<file path="config.mk">
export PLATFORM = sky130hd
export DESIGN_NAME = macroman_path_to_utf16_flat
export DESIGN_NICKNAME = d
export VERILOG_FILES = /design/src/rtl/mr2u_pkg.sv /design/src/rtl/mr2u_if.sv /design/src/rtl/mr2u_front.sv /design/src/rtl/mr2u_fifo.sv /design/src/rtl/mr2u_back.sv /design/src/rtl/macroman_path_to_utf16.sv /design/src/flat_wrapper.sv
export VERILOG_INCLUDE_DIRS = /design/src /design/src/rtl
export SDC_FILE = /design/constraint.sdc
export NUM_CORES = 2
export LEC_CHECK = 0
export BUFFER_PORTS_ARGS = -buffer_cell sky130_fd_sc_hd__buf_2
export CAP_MARGIN = 40
export CORE_AREA = 2 2 532 534
export DETAILED_ROUTE_END_ITERATION = 8
export DIE_AREA = 0 0 534 536
export HOLD_SLACK_MARGIN = 0.1
export PLACE_DENSITY_LB_ADDON = 0.05
export SYNTH_ARGS = -nofsm -noshare
export SYNTH_HDL_FRONTEND = slang
export SYNTH_SLANG_ARGS = --single-unit
</file>
<file path="constraint.sdc">
create_clock -name i_clk -period 12.5 [get_ports i_clk]
set_input_delay 2.5 -clock i_clk [delete_from_list [all_inputs] [get_ports i_clk]]
set_output_delay 2.5 -clock i_clk [all_outputs]
set_load 0.02 [all_outputs]
</file>
<file path="src/rtl/macroman_path_to_utf16_assert.svh">
// Assertion macros shared by the path converter RTL.
`ifndef MACROMAN_PATH_TO_UTF16_ASSERT_SVH
`define MACROMAN_PATH_TO_UTF16_ASSERT_SVH
`ifndef SYNTHESIS
// Same-cycle implication, disabled during reset
`define MR2U_ASSERT_IMP(label, clk, rst_n, ante, cons, msg) \
    label: assert property (@(posedge clk) disable iff (!rst_n) (ante) |-> (cons)) \
        else $error(msg);
// Next-cycle implication, disabled during reset
`define MR2U_ASSERT_NXT(label, clk, rst_n, ante, cons, msg) \
    label: assert property (@(posedge clk) disable iff (!rst_n) (ante) |=> (cons)) \
        else $error(msg);
`else
`define MR2U_ASSERT_IMP(label, clk, rst_n, ante, cons, msg)
`define MR2U_ASSERT_NXT(label, clk, rst_n, ante, cons, msg)
`endif
`endif

</file>
<file path="src/rtl/mr2u_pkg.sv">
// Shared types, constants and the byte classifier of the path converter.
`timescale 1ns / 1ps
package mr2u_pkg;

    localparam int MAX_UNITS = 3;

    // Completion status codes
    localparam logic [1:0] ST_OK       = 2'd0;
    localparam logic [1:0] ST_NULL     = 2'd1;
    localparam logic [1:0] ST_OVERFLOW = 2'd2;

    // Special source bytes
    localparam logic [7:0] CH_COLON  = 8'h3A;
    localparam logic [7:0] CH_DQUOTE = 8'h22;
    localparam logic [7:0] CH_STAR   = 8'h2A;
    localparam logic [7:0] CH_SLASH  = 8'h2F;
    localparam logic [7:0] CH_LT     = 8'h3C;
    localparam logic [7:0] CH_GT     = 8'h3E;
    localparam logic [7:0] CH_QMARK  = 8'h3F;
    localparam logic [7:0] CH_BSLASH = 8'h5C;
    localparam logic [7:0] CH_PIPE   = 8'h7C;
    localparam logic [7:0] ESC_LEAD  = 8'hFC;

    localparam logic [15:0] CTRL_BASE   = 16'hF000;
    localparam logic [15:0] ERR_BYTES   = 16'hFFFF;
    localparam logic [15:0] BUF_DEFAULT = 16'hFFFE;

    // Position within the leading volume prefix
    typedef enum logic [1:0] {
        PH_START,
        PH_PREFIX,
        PH_BODY
    } t_phase;

    // Classification of one byte going through the single-byte mapping
    typedef struct packed {
        logic        is_null;
        logic        is_table;
        logic [15:0] lit;
    } t_class;

    // One queued group of results caused by one path byte
    typedef struct packed {
        logic [MAX_UNITS-1:0][15:0] units;
        logic [1:0]                 n_units;
        logic                       eop;
        logic [1:0]                 status;
        logic [15:0]                out_bytes;
    } t_qentry;

    function automatic t_class classify(input logic [7:0] b);
        t_class c;
        c.is_null  = (b == 8'h00);
        c.is_table = 1'b0;
        c.lit      = {8'h00, b};
        case (b) inside
            [8'h01:8'h1F]: c.lit = CTRL_BASE | {8'h00, b};
            CH_DQUOTE:     c.lit = 16'hF020;
            CH_STAR:       c.lit = 16'hF021;
            CH_SLASH:      c.lit = 16'hF022;
            CH_LT:         c.lit = 16'hF023;
            CH_GT:         c.lit = 16'hF024;
            CH_QMARK:      c.lit = 16'hF025;
            CH_BSLASH:     c.lit = 16'hF026;
            CH_PIPE:       c.lit = 16'hF027;
            CH_COLON:      c.lit = {8'h00, CH_BSLASH};
            [8'h80:8'hFF]: c.is_table = 1'b1;
            default:       ;
        endcase
        return c;
    endfunction

endpackage

</file>
<file path="src/rtl/mr2u_if.sv">
// Handshake interfaces for the input byte channel and the result channel.
`timescale 1ns / 1ps
interface mr2u_in_if;
    logic        valid;
    logic        ready;
    logic        mode;
    logic [7:0]  byte_value;
    logic [6:0]  table_index;
    logic [15:0] table_value;
    logic        final_byte;

    modport source (output valid, mode, byte_value, table_index, table_value, final_byte,
                    input ready);
    modport sink   (input valid, mode, byte_value, table_index, table_value, final_byte,
                    output ready);
endinterface

interface mr2u_out_if;
    logic        valid;
    logic        ready;
    logic [15:0] unit;
    logic        has_unit;
    logic        end_of_path;
    logic [1:0]  status;
    logic [15:0] out_bytes;

    modport source (output valid, unit, has_unit, end_of_path, status, out_bytes,
                    input ready);
    modport sink   (input valid, unit, has_unit, end_of_path, status, out_bytes,
                    output ready);
endinterface

</file>
<file path="src/rtl/mr2u_front.sv">
// Front end: accepts words, tracks path state, classifies bytes, holds the table.
`timescale 1ns / 1ps
module mr2u_front import mr2u_pkg::*; (
    input  logic          i_clk,
    input  logic          i_rst_n,
    input  logic          i_cfg_we,
    input  logic [15:0]   i_cfg_wdata,
    mr2u_in_if.sink       i_in,
    output logic          o_push_valid,
    output t_qentry       o_push_entry,
    input  logic          i_push_ready
);

    // Configuration and path state
    logic [15:0] r_buffer_bytes;
    t_phase      r_phase, n_phase;
    logic [7:0]  r_held0, n_held0;
    logic [7:0]  r_held1, n_held1;
    logic [1:0]  r_held_count, n_held_count;
    logic [15:0] r_pos;
    logic [1:0]  r_err;

    // High-byte table
    logic [15:0] r_table [128];
    logic [15:0] r_rd_a, r_rd_b;

    // Classified stage
    logic                       r_s1_valid;
    logic [MAX_UNITS-1:0][15:0] r_s1_lit;
    logic [1:0]                 r_s1_tab;
    logic [1:0]                 r_s1_n;
    logic                       r_s1_eop;
    logic [1:0]                 r_s1_status;
    logic [15:0]                r_s1_bytes;

    logic                       w_accept, w_path, w_last, w_body, w_esc;
    logic [7:0]                 w_b;
    logic [15:0]                w_limit, w_esc_unit;
    logic [1:0]                 w_cand_n;
    logic [MAX_UNITS-1:0][7:0]  w_cand;
    t_class                     w_cls [MAX_UNITS];
    logic [1:0]                 w_err_nx;
    logic [15:0]                w_pos_nx;
    logic [1:0]                 w_n_units;
    logic [MAX_UNITS-1:0][15:0] w_lit;
    logic [MAX_UNITS-1:0]       w_tab;

    assign w_b      = i_in.byte_value;
    assign w_last   = i_in.final_byte;
    assign i_in.ready = !r_s1_valid || i_push_ready;
    assign w_accept = i_in.valid && i_in.ready;
    assign w_path   = w_accept && i_in.mode;
    assign w_limit  = {r_buffer_bytes[15:1], 1'b0};

    // Hold the buffer size register
    always_ff @(posedge i_clk) begin
        if (!i_rst_n) begin
            r_buffer_bytes <= BUF_DEFAULT;
        end else if (i_cfg_we) begin
            r_buffer_bytes <= i_cfg_wdata;
        end
    end

    // Advance the volume prefix phase
    always_comb begin
        n_phase = r_phase;
        case (r_phase)
            PH_START: begin
                if (w_b == CH_COLON) n_phase = PH_PREFIX;
                else                 n_phase = PH_BODY;
            end
            PH_PREFIX: begin
                if (w_b == CH_COLON) n_phase = PH_BODY;
            end
            PH_BODY:  n_phase = PH_BODY;
            default:  n_phase = PH_START;
        endcase
    end

    // Decode whether this byte belongs to the path body
    always_comb begin
        w_body = (r_phase == PH_BODY) || ((r_phase == PH_START) && (w_b != CH_COLON));
    end

    // Gather escape bytes and choose the bytes to convert now
    always_comb begin
        w_cand_n     = 2'd0;
        w_cand       = '0;
        w_esc        = 1'b0;
        n_held0      = r_held0;
        n_held1      = r_held1;
        n_held_count = r_held_count;
        w_esc_unit   = {r_held0[1:0], r_held1[6:0], w_b[6:0]};
        if (w_body) begin
            if (r_err != ST_OK) begin
                n_held_count = 2'd0;
            end else begin
                case (r_held_count)
                    2'd0: begin
                        if (w_b >= ESC_LEAD && !w_last) begin
                            n_held0      = w_b;
                            n_held_count = 2'd1;
                        end else begin
                            w_cand_n  = 2'd1;
                            w_cand[0] = w_b;
                        end
                    end
                    2'd1: begin
                        if (w_b[7] && !w_last) begin
                            n_held1      = w_b;
                            n_held_count = 2'd2;
                        end else begin
                            n_held_count = 2'd0;
                            w_cand_n     = 2'd2;
                            w_cand[0]    = r_held0;
                            w_cand[1]    = w_b;
                        end
                    end
                    default: begin
                        n_held_count = 2'd0;
                        if (w_b[7]) begin
                            w_esc    = 1'b1;
                            w_cand_n = 2'd1;
                        end else begin
                            w_cand_n = 2'd3;
                            w_cand   = {w_b, r_held1, r_held0};
                        end
                    end
                endcase
            end
        end
    end

    // Classify each chosen byte
    always_comb begin
        for (int k = 0; k < MAX_UNITS; k++) begin
            w_cls[k] = classify(w_cand[k]);
        end
    end

    // Emit units in order, stop at the first null byte or overflow
    always_comb begin
        w_err_nx  = r_err;
        w_pos_nx  = r_pos;
        w_n_units = 2'd0;
        w_lit     = '0;
        w_tab     = '0;
        for (int k = 0; k < MAX_UNITS; k++) begin
            if ((2'(k) < w_cand_n) && (w_err_nx == ST_OK)) begin
                if (!w_esc && w_cls[k].is_null) begin
                    w_err_nx = ST_NULL;
                end else if (w_pos_nx >= w_limit) begin
                    w_err_nx = ST_OVERFLOW;
                end else begin
                    w_lit[k]  = w_esc ? w_esc_unit : w_cls[k].lit;
                    w_tab[k]  = !w_esc && w_cls[k].is_table;
                    w_n_units = w_n_units + 2'd1;
                    w_pos_nx  = w_pos_nx + 16'd2;
                end
            end
        end
    end

    // Commit path state; drop it all at the end of a path
    always_ff @(posedge i_clk) begin
        if (!i_rst_n) begin
            r_phase      <= PH_START;
            r_held_count <= 2'd0;
            r_pos        <= 16'd0;
            r_err        <= ST_OK;
        end else if (w_path) begin
            if (w_last) begin
                r_phase      <= PH_START;
                r_held_count <= 2'd0;
                r_pos        <= 16'd0;
                r_err        <= ST_OK;
            end else begin
                r_phase      <= n_phase;
                r_held_count <= n_held_count;
                r_pos        <= w_pos_nx;
                r_err        <= w_err_nx;
            end
        end
    end

    // Hold escape lead bytes
    always_ff @(posedge i_clk) begin
        if (w_path) begin
            r_held0 <= n_held0;
            r_held1 <= n_held1;
        end
    end

    // Write table entries and read the two lookup ports
    always_ff @(posedge i_clk) begin
        if (w_accept && !i_in.mode) begin
            r_table[i_in.table_index] <= i_in.table_value;
        end
        if (w_path) begin
            r_rd_a <= r_table[w_cand[0][6:0]];
            r_rd_b <= r_table[w_cand[1][6:0]];
        end
    end

    // Load the classified stage when it frees up
    always_ff @(posedge i_clk) begin
        if (!i_rst_n) begin
            r_s1_valid <= 1'b0;
        end else if (i_in.ready) begin
            r_s1_valid <= w_path && (w_last || (w_n_units != 2'd0));
        end
    end

    always_ff @(posedge i_clk) begin
        if (i_in.ready && w_path) begin
            r_s1_lit    <= w_lit;
            r_s1_tab    <= w_tab[1:0];
            r_s1_n      <= w_n_units;
            r_s1_eop    <= w_last;
            r_s1_status <= w_last ? w_err_nx : ST_OK;
            r_s1_bytes  <= !w_last ? 16'd0 : ((w_err_nx != ST_OK) ? ERR_BYTES : w_pos_nx);
        end
    end

    // Merge table data into the queued word
    always_comb begin
        o_push_valid               = r_s1_valid;
        o_push_entry.units[0]      = r_s1_tab[0] ? r_rd_a : r_s1_lit[0];
        o_push_entry.units[1]      = r_s1_tab[1] ? r_rd_b : r_s1_lit[1];
        o_push_entry.units[2]      = r_s1_lit[2];
        o_push_entry.n_units       = r_s1_n;
        o_push_entry.eop           = r_s1_eop;
        o_push_entry.status        = r_s1_status;
        o_push_entry.out_bytes     = r_s1_bytes;
    end

endmodule

</file>
<file path="src/rtl/mr2u_fifo.sv">
// Short queue of result groups between the front and back ends.
`timescale 1ns / 1ps
module mr2u_fifo import mr2u_pkg::*; #(
    parameter int DEPTH = 4
) (
    input  logic    i_clk,
    input  logic    i_rst_n,
    input  logic    i_push_valid,
    output logic    o_push_ready,
    input  t_qentry i_push_entry,
    output logic    o_pop_valid,
    input  logic    i_pop_ready,
    output t_qentry o_pop_entry
);

    localparam int AW = $clog2(DEPTH);
    localparam int CW = $clog2(DEPTH + 1);
    localparam logic [AW-1:0] LAST_IDX = AW'(DEPTH - 1);
    localparam logic [CW-1:0] FULL_CNT = CW'(DEPTH);

    t_qentry       r_mem [DEPTH];
    logic [AW-1:0] r_wr_ptr, r_rd_ptr;
    logic [CW-1:0] r_count;
    logic          w_push, w_pop;

    assign o_push_ready = (r_count != FULL_CNT);
    assign o_pop_valid  = (r_count != '0);
    assign o_pop_entry  = r_mem[r_rd_ptr];
    assign w_push       = i_push_valid && o_push_ready;
    assign w_pop        = o_pop_valid && i_pop_ready;

    // Store pushed words
    always_ff @(posedge i_clk) begin
        if (w_push) begin
            r_mem[r_wr_ptr] <= i_push_entry;
        end
    end

    // Advance pointers and occupancy
    always_ff @(posedge i_clk) begin
        if (!i_rst_n) begin
            r_wr_ptr <= '0;
            r_rd_ptr <= '0;
            r_count  <= '0;
        end else begin
            if (w_push) begin
                r_wr_ptr <= (r_wr_ptr == LAST_IDX) ? '0 : r_wr_ptr + AW'(1);
            end
            if (w_pop) begin
                r_rd_ptr <= (r_rd_ptr == LAST_IDX) ? '0 : r_rd_ptr + AW'(1);
            end
            if (w_push && !w_pop) begin
                r_count <= r_count + CW'(1);
            end else if (w_pop && !w_push) begin
                r_count <= r_count - CW'(1);
            end
        end
    end

endmodule

</file>
<file path="src/rtl/mr2u_back.sv">
// Back end: splits each queued group into single results behind an output register.
`timescale 1ns / 1ps
module mr2u_back import mr2u_pkg::*; (
    input  logic    i_clk,
    input  logic    i_rst_n,
    input  logic    i_pop_valid,
    output logic    o_pop_ready,
    input  t_qentry i_pop_entry,
    mr2u_out_if.source o_out
);

    logic [1:0]  r_slot;
    logic        r_out_valid;
    logic [15:0] r_unit;
    logic        r_has_unit;
    logic        r_eop;
    logic [1:0]  r_status;
    logic [15:0] r_out_bytes;

    logic [1:0]  w_res_n;
    logic        w_load, w_issue, w_group_end;

    assign w_res_n     = (i_pop_entry.n_units == 2'd0) ? 2'd1 : i_pop_entry.n_units;
    assign w_group_end = (r_slot == w_res_n - 2'd1);
    assign w_load      = !r_out_valid || o_out.ready;
    assign w_issue     = i_pop_valid && w_load;
    assign o_pop_ready = w_load && w_group_end;

    // Step through the results of the head group
    always_ff @(posedge i_clk) begin
        if (!i_rst_n) begin
            r_slot      <= 2'd0;
            r_out_valid <= 1'b0;
        end else begin
            if (w_issue) begin
                r_slot <= w_group_end ? 2'd0 : r_slot + 2'd1;
            end
            if (w_load) begin
                r_out_valid <= i_pop_valid;
            end
        end
    end

    // Load the output register; end fields only on the last result of a path
    always_ff @(posedge i_clk) begin
        if (w_issue) begin
            r_unit      <= i_pop_entry.units[r_slot];
            r_has_unit  <= (i_pop_entry.n_units != 2'd0);
            r_eop       <= i_pop_entry.eop && w_group_end;
            r_status    <= (i_pop_entry.eop && w_group_end) ? i_pop_entry.status : ST_OK;
            r_out_bytes <= (i_pop_entry.eop && w_group_end) ? i_pop_entry.out_bytes : 16'd0;
        end
    end

    assign o_out.valid       = r_out_valid;
    assign o_out.unit        = r_unit;
    assign o_out.has_unit    = r_has_unit;
    assign o_out.end_of_path = r_eop;
    assign o_out.status      = r_status;
    assign o_out.out_bytes   = r_out_bytes;

endmodule

</file>
<file path="src/rtl/macroman_path_to_utf16.sv">
// Top level of the path byte to UTF-16 converter.
`timescale 1ns / 1ps
// Converts path bytes to UTF-16 units, one input word per clock: a table
// write or a path byte is taken every cycle while the internal queue has room.
// A path byte gives up to three results and the output delivers one result per
// cycle while the sink is ready, so a byte that flushes held escape bytes
// occupies the output for two or three results; the QUEUE_DEPTH-entry queue
// between the classifier and the output stage absorbs such bursts. The first
// result of a byte passes the classified stage with the table read, then the
// queue, then the output register. The 128-entry table is read through two
// registered ports in the cycle the byte is taken.
`include "macroman_path_to_utf16_assert.svh"
module macroman_path_to_utf16 import mr2u_pkg::*; #(
    parameter int QUEUE_DEPTH = 4
) (
    input  logic        i_clk,
    input  logic        i_rst_n,
    input  logic        i_cfg_we,
    input  logic [15:0] i_cfg_wdata,
    mr2u_in_if.sink     i_in,
    mr2u_out_if.source  o_out
);

    logic    w_push_valid, w_push_ready, w_pop_valid, w_pop_ready;
    t_qentry w_push_entry, w_pop_entry;

    // Accept and classify
    mr2u_front u_front (
        .i_clk        (i_clk),
        .i_rst_n      (i_rst_n),
        .i_cfg_we     (i_cfg_we),
        .i_cfg_wdata  (i_cfg_wdata),
        .i_in         (i_in),
        .o_push_valid (w_push_valid),
        .o_push_entry (w_push_entry),
        .i_push_ready (w_push_ready)
    );

    // Decouple the two sides
    mr2u_fifo #(
        .DEPTH (QUEUE_DEPTH)
    ) u_fifo (
        .i_clk        (i_clk),
        .i_rst_n      (i_rst_n),
        .i_push_valid (w_push_valid),
        .o_push_ready (w_push_ready),
        .i_push_entry (w_push_entry),
        .o_pop_valid  (w_pop_valid),
        .i_pop_ready  (w_pop_ready),
        .o_pop_entry  (w_pop_entry)
    );

    // Serialise results
    mr2u_back u_back (
        .i_clk       (i_clk),
        .i_rst_n     (i_rst_n),
        .i_pop_valid (w_pop_valid),
        .o_pop_ready (w_pop_ready),
        .i_pop_entry (w_pop_entry),
        .o_out       (o_out)
    );

    // Every final byte leaves a result group in the classified stage
    `MR2U_ASSERT_NXT(a_final_gives_result, i_clk, i_rst_n, i_in.valid && i_in.ready && i_in.mode && i_in.final_byte, w_push_valid, "final byte left no result")
    // A bare marker only closes a path
    `MR2U_ASSERT_IMP(a_bare_is_end, i_clk, i_rst_n, o_out.valid && !o_out.has_unit, o_out.end_of_path, "bare result not at end of path")
    // Mid-path results carry no status
    `MR2U_ASSERT_IMP(a_mid_clean, i_clk, i_rst_n, o_out.valid && !o_out.end_of_path, (o_out.status == ST_OK) && (o_out.out_bytes == 16'd0), "status on mid-path result")
    // An error reports the all-ones length
    `MR2U_ASSERT_IMP(a_err_len, i_clk, i_rst_n, o_out.valid && o_out.end_of_path && (o_out.status != ST_OK), o_out.out_bytes == ERR_BYTES, "error without all-ones length")

endmodule

</file>
<file path="src/flat_wrapper.sv">
// flat-port wrapper written by rule: the top's interface ports become plain ports
module macroman_path_to_utf16_flat import mr2u_pkg::*;
#(
    parameter int QUEUE_DEPTH = 4
)
  (i_clk, i_rst_n, i_cfg_we, i_cfg_wdata, i_in_valid, i_in_mode, i_in_byte_value, i_in_table_index, i_in_table_value, i_in_final_byte, i_in_ready, o_out_valid, o_out_unit, o_out_has_unit, o_out_end_of_path, o_out_status, o_out_out_bytes, o_out_ready);
  mr2u_in_if i_in_i ();
  mr2u_out_if o_out_i ();
  input  logic i_clk;
  input  logic i_rst_n;
  input  logic i_cfg_we;
  input  logic [15:0] i_cfg_wdata;
  input wire logic [$bits(i_in_i.valid)-1:0] i_in_valid;
  input wire logic [$bits(i_in_i.mode)-1:0] i_in_mode;
  input wire logic [$bits(i_in_i.byte_value)-1:0] i_in_byte_value;
  input wire logic [$bits(i_in_i.table_index)-1:0] i_in_table_index;
  input wire logic [$bits(i_in_i.table_value)-1:0] i_in_table_value;
  input wire logic [$bits(i_in_i.final_byte)-1:0] i_in_final_byte;
  output wire logic [$bits(i_in_i.ready)-1:0] i_in_ready;
  output wire logic [$bits(o_out_i.valid)-1:0] o_out_valid;
  output wire logic [$bits(o_out_i.unit)-1:0] o_out_unit;
  output wire logic [$bits(o_out_i.has_unit)-1:0] o_out_has_unit;
  output wire logic [$bits(o_out_i.end_of_path)-1:0] o_out_end_of_path;
  output wire logic [$bits(o_out_i.status)-1:0] o_out_status;
  output wire logic [$bits(o_out_i.out_bytes)-1:0] o_out_out_bytes;
  input wire logic [$bits(o_out_i.ready)-1:0] o_out_ready;
  assign i_in_i.valid = i_in_valid;
  assign i_in_i.mode = i_in_mode;
  assign i_in_i.byte_value = i_in_byte_value;
  assign i_in_i.table_index = i_in_table_index;
  assign i_in_i.table_value = i_in_table_value;
  assign i_in_i.final_byte = i_in_final_byte;
  assign i_in_ready = i_in_i.ready;
  assign o_out_valid = o_out_i.valid;
  assign o_out_unit = o_out_i.unit;
  assign o_out_has_unit = o_out_i.has_unit;
  assign o_out_end_of_path = o_out_i.end_of_path;
  assign o_out_status = o_out_i.status;
  assign o_out_out_bytes = o_out_i.out_bytes;
  assign o_out_i.ready = o_out_ready;
  macroman_path_to_utf16 #(.QUEUE_DEPTH(QUEUE_DEPTH)) u_core (.i_clk(i_clk), .i_rst_n(i_rst_n), .i_cfg_we(i_cfg_we), .i_cfg_wdata(i_cfg_wdata), .i_in(i_in_i), .o_out(o_out_i));
endmodule
</file>
### Word-level counts from Yosys, hierarchy flattened

Memory sizes are Yosys's and may differ from the RTL's. A register that Yosys moved wholly into a read port is not among the register bits.
Cells that the tools add are included.
Widths: inputs -> output; s select.

* memories: 2
* register bits: 172
* output and inout port bits: 38
* memory bits (writable): 2324
* input bits: 54
* logic and storage cells: 292

* equality and inequality tests: 38
* reduce and logical (&&, ||, !) cells: 63
* muxes and demuxes: 129
* add/subtract/negate cells: 11
* order comparisons: 18
* bitwise logic cells: 4

Memories
* u_core.u_front.r_table: depth 128, bits a word 16, rd ports 2, clocked after memory_dff 2, wr ports 1, line mr2u_front.sv:24 `logic [15:0] r_table [128];`
* u_core.u_fifo.r_mem: depth 4, bits a word 69, rd ports 1, clocked after memory_dff 1, wr ports 1, line mr2u_fifo.sv:21 `t_qentry r_mem [DEPTH];`

Operators with widths (number)
* $mux 16: 45
* $eq 8x6->1 const B: 22
* $mux 2: 34
* $add 16x2->16 const B: 3
* $eq 8x7->1 const B: 6
* $ge 16x16->1: 3
* $mux 24: 2
* $mux 8: 5
* $mux 1: 34
* $bmux 16 s2: 1
* $pmux 8 s2: 2
* $logic_and 1x1->1: 28
* $ge 8x1->1 const B: 3
* $ge 8x8->1 const B: 3
* $le 8x5->1 const B: 3
* $logic_not 8->1: 3
* $mux 23: 1
* $le 8x8->1 const B: 2
* $logic_not 2->1: 6
* $reduce_bool 2->1: 6
* $add 2x1->2 const B: 5
* $reduce_and 5->1: 2
* $reduce_or 3->1: 3
* $ne 8x6->1 const B: 1
* other kinds (21): 40

### Logic depth before layout (Yosys ltp)

* word-level depth: 21
* mapped depth: 35
* mapped depth without buffers: 34

### Modules after synthesis

A second synthesis with hierarchy kept.

* cells, all modules: 9036
* area, all modules: 118817.7 µm²

Modules (own cells, without submodules)
* mr2u_front: times used 1, cells an instance 8467, area each 106499.6 µm²
* mr2u_fifo: times used 1, cells an instance 412, area each 10426.2 µm²
* mr2u_back: times used 1, cells an instance 157, area each 1891.8 µm²

### Worst setup path after synthesis

No wires, ideal clock.

* path kind: input -> register
* start point: in i_in_final_byte
* end point: reg u_core.u_front.r_s1_bytes[15], data pin
* arrival time: 9255 ps
* path buffers: 2
* setup time: 267 ps
* cell stages on the path: 33
* required time: 12233 ps
* path slack: 2977 ps
* cells stage by stage: nand2b_4 o31a_1 buf_6 a221o_1 or4_1 buf_2 nand3_2 inv_2 and4_1 xnor2_2 inv_1 ha_1 a41o_1 a21oi_1 a21oi_1 nor4_2 nand4_1 or4_4 nor4b_4 xnor2_1 inv_1 ha_1 a21o_1 a21o_1 a21o_1 a211oi_1 nand2_1 nor4_1 and4_1 a211o_1 nor4bb_1 a311o_1 o211ai_1

* cells in the longest elaborated chain, start to end: 20

RTL lines
* start: declaration: line flat_wrapper.sv:18 `input wire logic [$bits(i_in_i.final_byte)-1:0] i_in_final_byte;`
* $logic_not 1->1
* $logic_and 1x1->1 (on tied branches): line mr2u_front.sv:109, mr2u_front.sv:100
* $mux 16 or $mux 8 (tied branches): line mr2u_front.sv:109, mr2u_front.sv:100
* $pmux 8 s2: line mr2u_front.sv:98 `case (r_held_count)`
* $mux 24: line mr2u_front.sv:95 `if (r_err != ST_OK) begin`
* $mux 24: line mr2u_front.sv:94 `if (w_body) begin`
* $logic_not 8->1: line mr2u_pkg.sv:53 `c.is_null = (b == 8'h00);`
* $logic_and 1x1->1: line mr2u_front.sv:150 `if (!w_esc && w_cls[k].is_null) begin`
* [... 4 more ...]
* $mux 16: line mr2u_front.sv:150
* $mux 16: line mr2u_front.sv:149 `if ((2'(k) < w_cand_n) && (w_err_nx == ST_OK)) begin`
* $ge 16x16->1: line mr2u_front.sv:152 `end else if (w_pos_nx >= w_limit) begin`
* $mux 2: line mr2u_front.sv:152
* $mux 2: line mr2u_front.sv:150
* $mux 2: line mr2u_front.sv:149
* $reduce_bool 2->1: line mr2u_front.sv:221 `r_s1_bytes <= !w_last ? 16'd0 : ((w_err_nx != ST_OK) ? ERR_BYTES : w_pos_nx);`
* $mux 16: line mr2u_front.sv:221
* end signal: assignment: line mr2u_front.sv:221
* end: declaration: line mr2u_front.sv:34 `logic [15:0] r_s1_bytes;`

Several ways; a longest one is shown, not always the timed one.
A chain may end at the register's enable or synchronous reset.

### Worst setup path in the final report

* start point: in i_in_byte_value[2]
* end point: reg u_core.u_front.r_s1_bytes[15], data pin

* cells in the longest elaborated chain, start to end: 20

RTL lines
* start: declaration: line flat_wrapper.sv:15 `input wire logic [$bits(i_in_i.byte_value)-1:0] i_in_byte_value;`
* $ge 8x8->1: line mr2u_front.sv:100 `if (w_b >= ESC_LEAD && !w_last) begin`
* $logic_and 1x1->1: line mr2u_front.sv:100
* $mux 8: line mr2u_front.sv:100
* $pmux 8 s2: line mr2u_front.sv:98
* $mux 24: line mr2u_front.sv:95
* $mux 24: line mr2u_front.sv:94
* $logic_not 8->1: line mr2u_pkg.sv:53
* $logic_and 1x1->1: line mr2u_front.sv:150
* [... 4 more ...]
* $mux 16: line mr2u_front.sv:150
* $mux 16: line mr2u_front.sv:149
* $ge 16x16->1: line mr2u_front.sv:152
* $mux 2: line mr2u_front.sv:152
* $mux 2: line mr2u_front.sv:150
* $mux 2: line mr2u_front.sv:149
* $reduce_bool 2->1: line mr2u_front.sv:221
* $mux 16 *: line mr2u_front.sv:221

Mark *: on every way between the ends. The rest lies on a longest branch, timed or not.

==> flow_metrics.env <==
export IMPL_final_area_um2=133600
export IMPL_use_met1_pct=42.83
export IMPL_rows=195
export IMPL_synth_cell_types=100
export IMPL_hold_buffers=0
export IMPL_drt_iter0_drc=12348
export IMPL_tritoncts="done"
export IMPL_start_util_pct=41.75
export IMPL_grt_use_met2_pct=50.06
export IMPL_layout_commonest_cell="edfxtp_1"
export IMPL_port_buffers=90
export IMPL_cp_max_fo=14
export IMPL_cts_resized_gates=0
export IMPL_vias=87163
export IMPL_clk_pin_slew_ps=60
export IMPL_slew_headroom_pct=33.89
export IMPL_slew_violations=0
export IMPL_p_leak_nw=44.15
export IMPL_synth_async_reset_ratio_pct=0
export IMPL_grt_usage_pct=32.43
export IMPL_antenna_found_initial=43
export IMPL_place_gp_congestion=0.9002
export IMPL_power_mw=19.76
export IMPL_ant_nets=0
export IMPL_cp_required_ps=13140
export IMPL_setup_tns_final_ps=0
export IMPL_viasPerCell=6.577
export IMPL_largest_reg_flops=2048
export IMPL_root_buffer="clkbuf_16"
export IMPL_nets=9389
export IMPL_drtPass1Iterations=6
export IMPL_power_density_nw_per_um2=147.9
export IMPL_area_growth_pct=13.99
export IMPL_dieArea_um2=286200
export IMPL_clock_fmax_ghz=0.09070
export IMPL_crit_buf_inv=4
export IMPL_synthCells=9201
export IMPL_final_cell_mix="edfxtp_1 (2479), nand2_1 (1977), a21oi_1 (635), a221oi_1 (427), mux4_2 (349)"
export IMPL_worst_setup_path_start_kind="primary input"
export IMPL_crit_path_end_kind="register"
export IMPL_hpwl_mm=280.4
export IMPL_cts_max_level=5
export IMPL_max_cap_violations=0
export IMPL_tightestPinTransition_ps=984.1
export IMPL_drc=0
export IMPL_overflow=0
export IMPL_met3_usage_pct=7.756
export IMPL_ys_warn_count=0
export IMPL_vdd_ir_drop_max_mv=0.1534
export IMPL_top_usage_layer="met2"
export IMPL_regMostFlops="u_core.u_front.r_table"
export IMPL_dieWidth_um=534
export IMPL_grt_max_degree=120
export IMPL_grt_pass1_wl_mm=658.4
export IMPL_yosysSeqAreaShare_pct=64.34
export IMPL_cts_sinks=2528
export IMPL_crit_family="simple AND/OR/NAND/NOR gates"
export IMPL_first_global_vias=83872
export IMPL_core_area_um2=280800
export IMPL_placed_cells=12725
export IMPL_hold_violations=0
export IMPL_synthFlopType="edfxtp_1"
export IMPL_clk_latency_ps=920
export IMPL_instances_no_fill=13253
export IMPL_hp_class="reg -> reg"
export IMPL_clockBufferDepth=4
export IMPL_synth_area_um2=117200
export IMPL_cp_slowest_stage_delay_ps=830
export IMPL_worstPathArrival_ps=11660
export IMPL_postCtsSetupBuffers=0
export IMPL_synth_edf_count=2479
export IMPL_fin_skew_ps=46.56
export IMPL_cp_slowest_cell="or4_1"
export IMPL_fp_dieH_um=536
export IMPL_drive_gt1_share_pct=15.79
export IMPL_post_route_period_util_pct=88.20
export IMPL_setup_viol=0
export IMPL_post_drt_wl_per_cell_um=35.81
export IMPL_num_io_pins=92
export IMPL_post_route_min_period_ps=11020
export IMPL_status="completed"
export IMPL_postRouteWirelength_mm=474.6
export IMPL_place_area_um2=124900
export IMPL_rsz0062_at_grt="no"
export IMPL_ys_ff_latch=2528
export IMPL_crit_type="in -> reg"
export IMPL_numCtsBuffers=289
export IMPL_reg_top3="u_core.u_front.r_table: 2048 flops, u_core.u_fifo.r_mem: 276 flops, u_core.u_front.r_s1_lit: 32 flops"
export IMPL_synth_avg_cell_area_um2=12.74
[worst min-delay path: stages, from the launching register on]
cell	delay [ps]
dfxtp_1	320
nand2_1	50
a21oi_1	50
[area by class of cell]
type                       instances  area, um2
antenna                           21      52.55
clock buffer                     386       7745
clock inverter                   119      904.6
fill                           24610     147200
inverter                          76      286.5
multi-input combinational       5846      39420
sequential                      2528      75430
tap                             3743       4683
timing repair buffer             534       5109
[stage by stage]
step	utilization, %	hold WS (ps)	worst slack, ps
finish	47.59	470.1	1475
global route	47.57	507.5	771.8
global placement	43.82	462.6	569.4
detailed placement	44.48	468.2	584.7
CTS	47.56	476.6	1513
floorplan	-	458.7	2977
[per-layer routing]
layer,part of all wire (%),up-vias
met5,0.027,-
met4,5.6,22
met3,11,1087
met2,45,5385
met1,38,44494
li1,-,36175
[worst paths after layout]
kind                                       start  slack [ps]  cells after the start                             to
setup / recovery              i_in_byte_value[2]        1480                     30  u_core.u_front.r_s1_bytes[15]
hold / removal         u_core.u_back.o_out.valid         470                      2      u_core.u_back.o_out.valid
setup reg to reg  u_core.u_front.r_held_count[1]        2900                     30  u_core.u_front.r_s1_bytes[15]
hold reg to reg        u_core.u_back.o_out.valid         470                      2      u_core.u_back.o_out.valid
[cells by family after synthesis]
logic type	count (synthesis)	share of synthesized area, %
simple gates	3013	10.90
buf+inv	835	2.839
other cells	1	0.003199
fa+ha+maj	60	0.6468
flops	2528	64.34
compound gates	2298	13.53
xor+xnor	38	0.3127
mux	428	7.434
[cells in the mapped netlist, types with 9 or more instances]
cell	number	area, um2
and2_1	23	143.9
xnor2_1	19	166.4
a211oi_1	201	1509
nand2b_1	10	62.56
nor2b_1	17	106.4
nor3_1	36	180.2
mux2i_1	28	280.3
a22oi_1	125	938.4
mux4_2	349	7860
nor4_1	18	112.6
buf_2	131	655.6
a21o_1	13	97.59
a31oi_1	103	644.4
ha_1	59	738.2
o21ai_0	241	1206
a221oi_1	428	3749
xor2_1	16	140.1
nor2_1	347	1303
inv_1	71	266.5
a221o_1	123	1231
or3_1	10	62.56
or4_1	10	75.07
edfxtp_1	2479	74440
mux2_2	51	574.3
buf_1	87	326.6
clkbuf_1	536	2012
dfxtp_1	49	980.9
and3_1	154	963.4
a21oi_1	636	3183
nand3_1	318	1592
o211ai_1	50	375.4
nand2_1	1984	7447
a22o_1	9	78.83
nand4_1	41	256.5
o21a_1	9	67.56
a311oi_1	118	1033
o22ai_1	154	963.4
[report_power, final]
| group | switching, mW | internal [mW] | total [mW] |
|---|---|---|---|
| clock network | 3.49 | 4.54 | 8.02 |
| logic | 1.49 | 0.681 | 2.17 |
| registers | 0.0851 | 9.49 | 9.57 |
(Power assumes the default switching activity.)
